File: config.mk
export PLATFORM = sky130hd
export DESIGN_NAME = mw3_seq
export DESIGN_NICKNAME = d
export VERILOG_FILES = /design/src/rtl/mw3_pkg.sv /design/src/rtl/mw3_seq.sv
export SDC_FILE = /design/constraint.sdc
export NUM_CORES = 1
export LEC_CHECK = 0
export BUFFER_PORTS_ARGS = -buffer_cell sky130_fd_sc_hd__buf_4
export CORE_MARGIN = 3
export CORE_UTILIZATION = 30
export DETAILED_ROUTE_END_ITERATION = 6
export PLACE_DENSITY = 0.58
export SLEW_MARGIN = 20
export SYNTH_ARGS = -nofsm -noshare
export SYNTH_HDL_FRONTEND = slang
export SYNTH_SLANG_ARGS = --single-unit
File: constraint.sdc
create_clock -name i_clk -period 4.1 [get_ports i_clk]
set_clock_uncertainty 0.05 [all_clocks]
set_input_delay 0.205 -clock i_clk [delete_from_list [all_inputs] [get_ports i_clk]]
set_output_delay 0.205 -clock i_clk [all_outputs]
set_load 0.005 [all_outputs]
File: src/rtl/mw3_pkg.sv
// ----------------------------------------------------------------------------
// mw3_pkg
// Shared types, constants and microcode table for the word-stream hasher.
// ----------------------------------------------------------------------------
package mw3_pkg;

    localparam int WORD_W  = 64;
    localparam int HALF_W  = 32;
    localparam int CNT_W   = 32;
    localparam int UPC_W   = 5;
    localparam int PADDR_W = 4;
    localparam int PDATA_W = 64;

    localparam logic [WORD_W-1:0] MIX_C1    = 64'h87c3_7b91_1142_53d5;
    localparam logic [WORD_W-1:0] MIX_C2    = 64'h4cf5_ad43_2745_937f;
    localparam logic [WORD_W-1:0] ROUND_ADD = 64'h0000_0000_52dc_e729;
    localparam logic [WORD_W-1:0] FMIX_M1   = 64'hff51_afd7_ed55_8ccd;
    localparam logic [WORD_W-1:0] FMIX_M2   = 64'hc4ce_b9fe_1a85_ec53;
    localparam logic [CNT_W-1:0]  CNT_MAX   = 32'hffff_ffff;

    // register index = paddr[3]
    localparam logic REG_SEED = 1'b0;

    typedef enum logic [1:0] {
        K_C1,
        K_C2,
        K_M1,
        K_M2
    } t_kst;

    typedef enum logic [1:0] {
        ACC_NONE,
        ACC_LOAD,
        ACC_ADDHI
    } t_acc_op;

    typedef enum logic [2:0] {
        ALU_NONE,
        ALU_ROT31,
        ALU_ROUND,
        ALU_FIN,
        ALU_XS,
        ALU_OUT
    } t_alu_op;

    typedef enum logic [1:0] {
        SEQ_NEXT,
        SEQ_END_IF_MORE,
        SEQ_EMIT
    } t_seq_op;

    typedef struct packed {
        logic    mul_en;
        logic    x_hi;
        t_kst    kst;
        logic    k_hi;
        t_acc_op acc;
        t_alu_op alu;
        t_seq_op seq;
    } t_uword;

    localparam t_uword UW_NOP = '{
        mul_en: 1'b0, x_hi: 1'b0, kst: K_C1, k_hi: 1'b0,
        acc: ACC_NONE, alu: ALU_NONE, seq: SEQ_NEXT
    };

    function automatic logic [WORD_W-1:0] kconst(input t_kst k);
        logic [WORD_W-1:0] v;
        v = MIX_C1;
        unique case (k)
            K_C1: v = MIX_C1;
            K_C2: v = MIX_C2;
            K_M1: v = FMIX_M1;
            K_M2: v = FMIX_M2;
            default: v = MIX_C1;
        endcase
        return v;
    endfunction

    // 64x64 low product as lo*lo + (lo*hi + hi*lo) << 32, one partial a step
    function automatic t_uword mul_step(input t_kst k, input logic [1:0] ph);
        t_uword u;
        u     = UW_NOP;
        u.kst = k;
        unique case (ph)
            2'd0: begin
                u.mul_en = 1'b1;
            end
            2'd1: begin
                u.mul_en = 1'b1;
                u.k_hi   = 1'b1;
                u.acc    = ACC_LOAD;
            end
            2'd2: begin
                u.mul_en = 1'b1;
                u.x_hi   = 1'b1;
                u.acc    = ACC_ADDHI;
            end
            default: begin
                u.acc = ACC_ADDHI;
            end
        endcase
        return u;
    endfunction

    function automatic t_uword alu_step(input t_alu_op op, input t_seq_op sq);
        t_uword u;
        u     = UW_NOP;
        u.alu = op;
        u.seq = sq;
        return u;
    endfunction

    function automatic t_uword ucode_rom(input logic [UPC_W-1:0] upc);
        t_uword u;
        u = alu_step(ALU_NONE, SEQ_EMIT);
        unique case (upc)
            5'd0:  u = mul_step(K_C1, 2'd0);
            5'd1:  u = mul_step(K_C1, 2'd1);
            5'd2:  u = mul_step(K_C1, 2'd2);
            5'd3:  u = mul_step(K_C1, 2'd3);
            5'd4:  u = alu_step(ALU_ROT31, SEQ_NEXT);
            5'd5:  u = mul_step(K_C2, 2'd0);
            5'd6:  u = mul_step(K_C2, 2'd1);
            5'd7:  u = mul_step(K_C2, 2'd2);
            5'd8:  u = mul_step(K_C2, 2'd3);
            5'd9:  u = alu_step(ALU_ROUND, SEQ_END_IF_MORE);
            5'd10: u = alu_step(ALU_FIN, SEQ_NEXT);
            5'd11: u = mul_step(K_M1, 2'd0);
            5'd12: u = mul_step(K_M1, 2'd1);
            5'd13: u = mul_step(K_M1, 2'd2);
            5'd14: u = mul_step(K_M1, 2'd3);
            5'd15: u = alu_step(ALU_XS, SEQ_NEXT);
            5'd16: u = mul_step(K_M2, 2'd0);
            5'd17: u = mul_step(K_M2, 2'd1);
            5'd18: u = mul_step(K_M2, 2'd2);
            5'd19: u = mul_step(K_M2, 2'd3);
            5'd20: u = alu_step(ALU_OUT, SEQ_EMIT);
            default: u = alu_step(ALU_NONE, SEQ_EMIT);
        endcase
        return u;
    endfunction

endpackage

File: src/rtl/mw3_seq.sv
// ----------------------------------------------------------------------------
// mw3_seq
// Microcode sequencer: step counter, control store and conditional ends.
// ----------------------------------------------------------------------------
module mw3_seq import mw3_pkg::*; (
    input  logic   i_clk,
    input  logic   i_rst_n,
    input  logic   i_start,
    input  logic   i_last,
    input  logic   i_out_full,
    output logic   o_busy,
    output t_uword o_uw
);

    logic             r_busy;
    logic [UPC_W-1:0] r_upc;
    logic             n_busy;
    logic [UPC_W-1:0] n_upc;
    t_uword           rom_uw;

    assign rom_uw = ucode_rom(r_upc);
    assign o_uw   = r_busy ? rom_uw : UW_NOP;
    assign o_busy = r_busy;

    always_comb begin
        n_busy = r_busy;
        n_upc  = r_upc;
        if (!r_busy) begin
            if (i_start) begin
                n_busy = 1'b1;
                n_upc  = '0;
            end
        end else begin
            case (rom_uw.seq)
                SEQ_NEXT: begin
                    n_upc = r_upc + 1'b1;
                end
                SEQ_END_IF_MORE: begin
                    if (i_last) begin
                        n_upc = r_upc + 1'b1;
                    end else begin
                        n_busy = 1'b0;
                        n_upc  = '0;
                    end
                end
                SEQ_EMIT: begin
                    if (!i_out_full) begin
                        n_busy = 1'b0;
                        n_upc  = '0;
                    end
                end
                default: begin
                    n_busy = 1'b0;
                    n_upc  = '0;
                end
            endcase
        end
    end

    always_ff @(posedge i_clk) begin
        if (!i_rst_n) begin
            r_busy <= 1'b0;
            r_upc  <= '0;
        end else begin
            r_busy <= n_busy;
            r_upc  <= n_upc;
        end
    end

endmodule

**After elaboration in Yosys (flattened, before gate mapping)**

Memory sizes are Yosys's and may differ from the RTL's. A register that Yosys moved wholly into a read port is not among the register bits.
Index checks and enable logic that the tools add are counted.

- Reductions and logical operators: 3
- Equal/unequal tests: 3
- Div/mod/pow operators: 0
- Shifts and indexed selects: 0
- Magnitude comparators: 0
- Bitwise logic cells: 0
- Mux-type cells: 13
- Add/sub/neg operators: 1
- Multipliers: 0

Operator list:

| kind | count |
|---|---|
| $mux W5 | 6 |
| $pmux W5 S3 | 1 |
| $mux W12 | 1 |
| $add A5 B1 Y5 const B | 1 |
| $mux W1 | 4 |
| $ne A3 B3 Y1 const B | 1 |
| $pmux W1 S3 | 1 |
| $eq A2 B1 Y1 const B | 1 |
| $eq A2 B2 Y1 const B | 1 |
| $logic_not A2 Y1 | 1 |
| $reduce_and A2 Y1 | 1 |
| $reduce_bool A2 Y1 | 1 |

- Memory bits (read-only): 384
- Latch bits: 0
- Bits of input ports: 5
- Word-level logic and storage cells: 23
- Memories: 1
- Register bits: 6
- RAM bits: 0

Memories:

| name | words | bits a word | read ports | clocked after Yosys merged registers in | write ports | RTL line | RTL |
|---|---|---|---|---|---|---|---|
| (name not given) | 32 | 12 | 1 | 1 | 0 | mw3_pkg.sv:117 | `unique case (upc)` |

**Longest topological paths before layout**

Gate-level depths: netlist of the first run.

- Depth after elaboration: 6
- Gate-level depth with buffers: 12
- Depth with buffers taken out: 11

**Least setup slack after synthesis of the first run**

Ideal clock, no wire load.

- Kind: register -> register
- Start point: register r_busy (netlist: o_busy)
- End point: register rom_uw[11] (netlist name)
- Arrival time: 1.956 ns
- Cell stages (with the launch flop): 10
- Clock period less this slack: 2.122 ns
- Data required time: 3.934 ns
- Setup slack: 1.978 ns
- Path through: dfxtp_1 buf_4 nand4b_1 o21ai_2 a22o_1 nand2_1 ha_1 nor2b_4 or3_1 a41o_1

- Word-level cells in the longest chain between the ends: 4
- Elaborated cells between the ends (all ways): 6

Ends and longest elaborated chain:

| element | RTL line | RTL |
|---|---|---|
| start, declared | mw3_seq.sv:15 | `logic r_busy;` |
| start signal, assigned | mw3_seq.sv:65 | `r_busy <= n_busy;` |
| $ne A3 B3 Y1 (no line) or $reduce_bool A2 Y1 (tied branches) | - |  |
| $reduce_and A2 Y1 (no line) | - |  |
| $mux W5 (no line) * (2 in series) | - |  |

Every way passes the cells marked *; elsewhere a longest branch is shown, timed or not.
A chain may end at the register's enable or synchronous reset.

**Worst setup path in the final report of the first run**

- Start point: register r_busy (netlist: o_busy)
- End point: register rom_uw[4] (netlist name)

- Word-level cells in the longest chain between the ends: 4
- Elaborated cells between the ends (all ways): 6

Ends and longest elaborated chain:

| element |
|---|
| $ne A3 B3 Y1 (no line) or $reduce_bool A2 Y1 (tied branches) |
| $reduce_and A2 Y1 (no line) |
| $mux W5 (no line) * (2 in series) |

Marks and branches as above.

==> summary.md, run 1 <==
| Metric | Value |
|---|---|
| Status | `finished clean` |
| Die ar. | `0.00443 mm²` |
| CP Data Required Time | `4230 ps` |
| Max-cap violation count | `0` |
| Synth Flop Type | `dfxtp_1` |
| Total GRT Usage | `11.2%` |
| Crit path time final | `2480 ps` |
| Post-Syn Area | `0.00110 mm²` |
| Cells after Synth | `125` |
| Register area share after synthesis | `30.9%` |
| Final instance area | `0.00129 mm²` |
| Hold Path Class | `in2reg` |
| DRT antenna net count | `0` |
| Num rows | `21` |
| XOR/XNOR Fraction of Synth Area | `0%` |
| Period utilisation layout | `60.4%` |
| DR vias/cell | `4.94` |
| Placed cell area | `0.00125 mm²` |
| Synth area leaders | `dfxtp_1 (31%), ha_1 (8.0%), and2_1 (6.8%), nand2_1 (3.8%), inv_1 (3.1%)` |
| Synth Register Bits | `17` |
| Final wirelength | `2350 µm` |
| Port Buf Inserts | `17` |
| Synth Area in Adders | `7.96%` |
| WS Path Type | `reg2reg` |
| Rel. slew slack | `64.0%` |
| FILL cells | `346` |
| Leakage | `0.593 nW` |
| Clk Latency, worst-skew pair | `250 ps` |
| Commonest cells in the synthesized netlist | `dfxtp_1 (17), and2_1 (12), nand2_1 (11), inv_1 (9), ha_1 (7)` |
| Max-slew violation count | `0` |
| F_max | `404 MHz` |
| Global-route wire length before repair | `3930 µm` |
| Hold_buf cts | `0` |
| Mean Syn Cell Area | `8.80 µm²` |
| CP Max Fanout | `18` |
| Share of cells above drive strength 1 | `23.6%` |
| Total grt overflow | `0` |
| Antenna cells | `0` |
| Final setup TNS | `0 ps` |
| Fin. Hold Viols | `0` |
| Largest net degree at the start of global routing | `19` |
| Fin cells | `186` |
| Residual DRC count | `0` |
| Largest family of logic cells by synthesized area | `simple AND/OR/NAND/NOR gates` |
| Initial antenna violation count | `0` |
| Number of buffers added for setup after CTS | `0` |
| Count leader, synth | `dfxtp_1` |
| Distinct cell type count after synthesis | `47` |
| Synth Area in Simple Gates | `29.8%` |
| Setup-failing EPs final | `0` |
| Compound-Gate Fraction of Synth Area | `20.9%` |
| IO Pins | `18` |
| Routed vias | `919` |
| TritonCTS clock tree | `built` |
| Starting DRC count in detailed routing | `44` |
| CTS buffer count | `3` |
| DR WL/cell | `12.6 µm` |
| RSZ-0062 raised after global routing | `false` |
| Startpoint types | `flop` |
| Vert. Die Dim | `66.5 µm` |
| Root Driver | `clkbuf_8` |
| Syn Nets | `137` |
| Clk slew on worst S/H paths | `70 ps` |
| Final Util | `37.6%` |
| Worst-margin pin slew | `539 ps` |
| WP data arrival | `2610 ps` |
| DR pass1 iterations | `4` |
| Number of global-route vias before repair | `867` |
| Clk buf depth | `2` |
| Post-CTS Resized | `0` |
| Async SR Flop Fraction | `0%` |
| Proportion of synthesized area in mux cells | `3.75%` |
| Initial core utilization | `32.0%` |
| Final nets | `153` |
| Area leader, netlist | `dfxtp_1` |
| Area Growth Syn to Fin | `17.5%` |
| Pwr Density | `258 mW/mm²` |
| H-tree levels | `1` |
| Clk sink count | `17` |
| HPWL after detailed placement | `1750 µm` |
| Crit path capture type | `flop` |
| Core region area | `0.00344 mm²` |
| Yosys warns | `0` |
| Yosys top cell area share | `30.9%` |
| Routability Congestion | `0.833` |
| Die span in x | `66.5 µm` |
| Worst VDD drop | `0.0800 mV` |
| Cell Count Post-Placement | `182` |
| Post-synth EDFFs | `0` |
[layout make-up]
cell class / count / area (µm²) / share of cell area [%]
timing repair buffer: 17 / 128 / 9.87
multi-input combinational: 93 / 687 / 53.1
inverter: 9 / 33.8 / 2.61
clock inverter: 1 / 5.00 / 0.387
sequential: 17 / 340 / 26.3
clock buffer: 3 / 41.3 / 3.19
tap: 46 / 57.6 / 4.45
[metrics by stage]
stage	hold WS (ps)	setup slack (ps)	power (mW)
6_report	211	1620	0.334
2_1_floorplan	321	1980	0.200
4_1_cts	226	1630	0.337
5_1_grt	237	1320	0.349
3_5_place_dp	488	1650	0.212
3_3_place_gp	485	1740	0.211
[final timing paths]
| kind | start | end | slack [ps] | cells after the start |
|---|---|---|---|---|
| hold reg to reg | rom_uw[1]$_SDFF_PP0_ | o_busy$_SDFF_PN0_ | 670 | 3 |
| setup reg to reg | o_busy$_SDFF_PN0_ | rom_uw[4]$_DFF_P_ | 1620 | 9 |
| setup / recovery | o_busy$_SDFF_PN0_ | rom_uw[4]$_DFF_P_ | 1620 | 9 |
| hold / removal | i_start | o_busy$_SDFF_PN0_ | 210 | 3 |
[state kept, by name, summed over array words and instances (netlist names)]
signal,flops
o_busy,1
rom_uw,11
r_upc,5
[routing by layer]
metal  GRT usage (%)  vias up  wire length (µm)
met5               0        -                 0
met2            18.8       35              1150
li1                -      461                 -
met3            1.52        2               131
met1            14.1      421              1060
met4            4.82        0                 8
[cell usage in the layout (no fill, tap or decap), types with 2 or more instances in the layout]
cell type   n
buf_4      17
dfxtp_1    17
and2_1     12
nand2_1    11
inv_1       9
ha_1        7
nor2_1      5
nand3_1     5
a21oi_1     5
nor2b_1     4
o21ai_0     3
mux2i_1     3
clkbuf_8    3
nand2b_1    2
o21ai_2     2
nand3b_1    2
and3_1      2
o31a_1      2
or3_1       2
[where the power goes]
part / total, mW / internal (mW) / switching (mW)
logic: 0.0354 / 0.0156 / 0.0198
clock network: 0.126 / 0.0674 / 0.0586
registers: 0.172 / 0.168 / 0.00405
total: 0.334 / 0.251 / 0.0824
[logic make-up after synthesis]
family | after synthesis
adder cells (fa/ha/maj) | 7
buffers and inverters | 15
multiplexers | 4
AND/OR/NAND/NOR | 55
AO/OA/AOI/OAI | 27
flip-flops | 17
[critical path: stages, from the launching register on]
cell,delay [ps]
dfxtp_1,650
nand4b_1,210
o21ai_2,180
a22o_1,240
nand2_1,140
inv_1,160
ha_1,180
inv_1,80
or3_1,370
a21oi_1,140
No activity file was read; power rests on OpenSTA's default activity.
==> run 2: changes to the inputs <==
--- a/config.mk
+++ b/config.mk
@@ -9,7 +9,7 @@
 export CORE_MARGIN = 3
 export CORE_UTILIZATION = 30
 export DETAILED_ROUTE_END_ITERATION = 6
-export PLACE_DENSITY = 0.58
+export PLACE_DENSITY = 0.59
 export SLEW_MARGIN = 20
 export SYNTH_ARGS = -nofsm -noshare
 export SYNTH_HDL_FRONTEND = slang
==> constraint.sdc (replaced) <==
create_clock -name i_clk -period 2.1 [get_ports i_clk]
set_clock_uncertainty 0.05 [all_clocks]
set_input_delay 0.105 -clock i_clk [delete_from_list [all_inputs] [get_ports i_clk]]
set_output_delay 0.105 -clock i_clk [all_outputs]
set_load 0.005 [all_outputs]
==> run 2 against run 1 <==
Global-route usage grew 1.0 points. Total power increased by 100%. Fmax is 22% higher. Core utilization rose by 3.7 points. Sequential power is 94% higher. Final cell count is 7.5% higher. Sequential cell count unchanged. Highest routed layer unchanged.
==> summary.md, run 2 (synthesis results as in run 1) <==
| Metric | Value |
|---|---|
| Initial core utilization | `32.0% (unchanged)` |
| Antenna cells | `0 (unchanged)` |
| TritonCTS clock tree | `built` |
| WS Path Type | `reg2reg` |
| IO Pins | `18 (unchanged)` |
| Core region area | `0.00344 mm² (unchanged)` |
| Max-cap violation count | `0 (unchanged)` |
| Routed wl met2 | `1170 µm (+1.7%)` |
| WP data arrival | `2130 ps (-480 ps)` |
| Area Growth Syn to Fin | `29.1%` |
| Number of buffers added for setup after CTS | `0 (unchanged)` |
| Rel. slew slack | `72.1% (+8.1 points)` |
| Residual DRC count | `0 (unchanged)` |
| Largest net degree at the start of global routing | `16 (-3)` |
| Top sig layer | `met4` |
| Initial antenna violation count | `0 (unchanged)` |
| Total grt overflow | `0 (unchanged)` |
| Most frequent cells in the layout | `buf_4 (31), dfxtp_1 (15), and2_1 (12)` |
| Final nets | `167 (+9.2%)` |
| Leakage | `0.658 nW (+11%)` |
| Port Buf Inserts | `17 (unchanged)` |
| Root Driver | `clkbuf_8` |
| Hold path endpoint | `o_busy$_SDFF_PN0_` |
| Fin cells | `200 (+7.5%)` |
| DRT antenna net count | `0 (unchanged)` |
| Cell count of the worst reg-to-reg path | `7 (-2)` |
| Clk buf depth | `2 (unchanged)` |
| DR WL/cell | `12.7 µm (+0.64%)` |
| Cell Count Post-Placement | `196 (+7.7%)` |
| Starting DRC count in detailed routing | `73 (+66%)` |
| Hold_buf cts | `0 (unchanged)` |
| Met1 WL | `1210 µm (+14%)` |
| CP Max Fanout | `5 (-13)` |
| Worst Min Path Start | `i_start` |
| H-tree levels | `1 (unchanged)` |
| Hold Path Stages | `3 (unchanged)` |
| Post-CTS Resized | `0 (unchanged)` |
| Routed vias | `966 (+5.1%)` |
| Final wirelength | `2540 µm (+8.2%)` |
| Clk slew on worst S/H paths | `70 ps (about the same)` |
| Die span in x | `66.5 µm (unchanged)` |
| Fin. Hold Viols | `0 (unchanged)` |
| Hold Path Class | `in2reg` |
| Status | `finished clean` |
| Overall power | `0.674 mW (+100%)` |
| Total GRT Usage | `12.2% (+1.0 points)` |
| Worst-margin pin slew | `419 ps (-120 ps)` |
| Pwr Density | `474 mW/mm² (+84%)` |
| Startpoint types | `flop` |
| Share of cells above drive strength 1 | `34.4% (+11 points)` |
| Reg2reg start | `r_upc[0]$_SDFFE_PN0N_` |
| Period utilisation layout | `96.4% (+36 points)` |
| Crit path capture type | `flop` |
| Routability Congestion | `0.846 (+1.5%)` |
| Setup-failing EPs final | `0 (unchanged)` |
| Max-slew violation count | `0 (unchanged)` |
| DR pass1 iterations | `4 (unchanged)` |
| DR vias/cell | `4.83 (-2.2%)` |
| Worst VDD drop | `0.165 mV (+110%)` |
| Reg2reg setup slack | `80 ps (-1550 ps)` |
| Clk sink count | `17 (unchanged)` |
| Vert. Die Dim | `66.5 µm (unchanged)` |
| Num rows | `21 (unchanged)` |
| Clk Latency, worst-skew pair | `260 ps (about the same)` |
| FF-to-FF End | `rom_uw[11]$_DFF_P_` |
| Max FFs per register | `11 (unchanged)` |
| Crit path time final | `2020 ps (-454 ps)` |
| CTS buffer count | `3 (unchanged)` |
| Most common cell after layout, fill and taps aside | `buf_4` |
| Global-route wire length before repair | `4190 µm (+6.7%)` |
| HPWL after detailed placement | `1960 µm (+12%)` |
| F_max | `494 MHz (+22%)` |
| Metal3 WL | `98 µm (-25%)` |
| Number of global-route vias before repair | `922 (+6.3%)` |
| Die ar. | `0.00443 mm² (unchanged)` |
| CP Data Required Time | `2210 ps (-2020 ps)` |
[run 2: worst max-delay path by stage]
stage	startpoint	endpoint	slack, ps	cells past startpoint
2_1_floorplan	o_busy$_SDFF_PN0_	rom_uw[11]$_DFF_P_	7	9
3_3_place_gp	rom_uw[0]$_SDFF_PP0_	rom_uw[11]$_DFF_P_	30	8
3_5_place_dp	rom_uw[0]$_SDFF_PP0_	rom_uw[11]$_DFF_P_	20	8
4_1_cts	rom_uw[0]$_SDFF_PP0_	rom_uw[11]$_DFF_P_	20	8
5_1_grt	rom_uw[0]$_SDFF_PP0_	rom_uw[11]$_DFF_P_	-30	8
6_report	r_upc[0]$_SDFFE_PN0N_	rom_uw[11]$_DFF_P_	80	7
[run 2: stage by stage]
stage	utilization [%]	setup TNS [ps]	hold slack (ps)	instance area [µm²]	worst slack (ps)
finish	41.3	0	89.6	1420	75.9
global route	41.3	-38.3	123	1420	-25.2
CTS	40.7	0	90.7	1400	15.8
detailed placement	39.3	0	357	1350	18.7
global placement	39.3	0	381	1350	27.1
floorplan	-	0	221	1100	6.65
[run 2: worst max-delay path: stages, from the launching register on]
cell and delay (ps):
dfxtp_1 340, ha_1 300, a22o_1 230, nand2_1 170
ha_4 210, nor2b_4 50, or3_1 330, a41o_1 240
[run 2: where the power goes]
part / switching, mW / internal [mW]
logic: 0.0470 / 0.0426
clock network: 0.118 / 0.132
registers: 0.00483 / 0.329
total: 0.170 / 0.503
[run 2: cell type report]
class	instances	area, µm²
repair buffers	31	233
clock buffers	3	41.3
clock inverters	1	5.00
multi-input cells	93	707
well taps	46	57.6
fillers	350	2020
flip-flops and latches	17	343
inverters	9	33.8
[run 2: routing by layer]
layer	track usage (%)	vias to the layer above
li1	-	494
met1	15.9	445
met2	19.1	22
met3	2.19	5
met4	6.09	0
met5	0	-
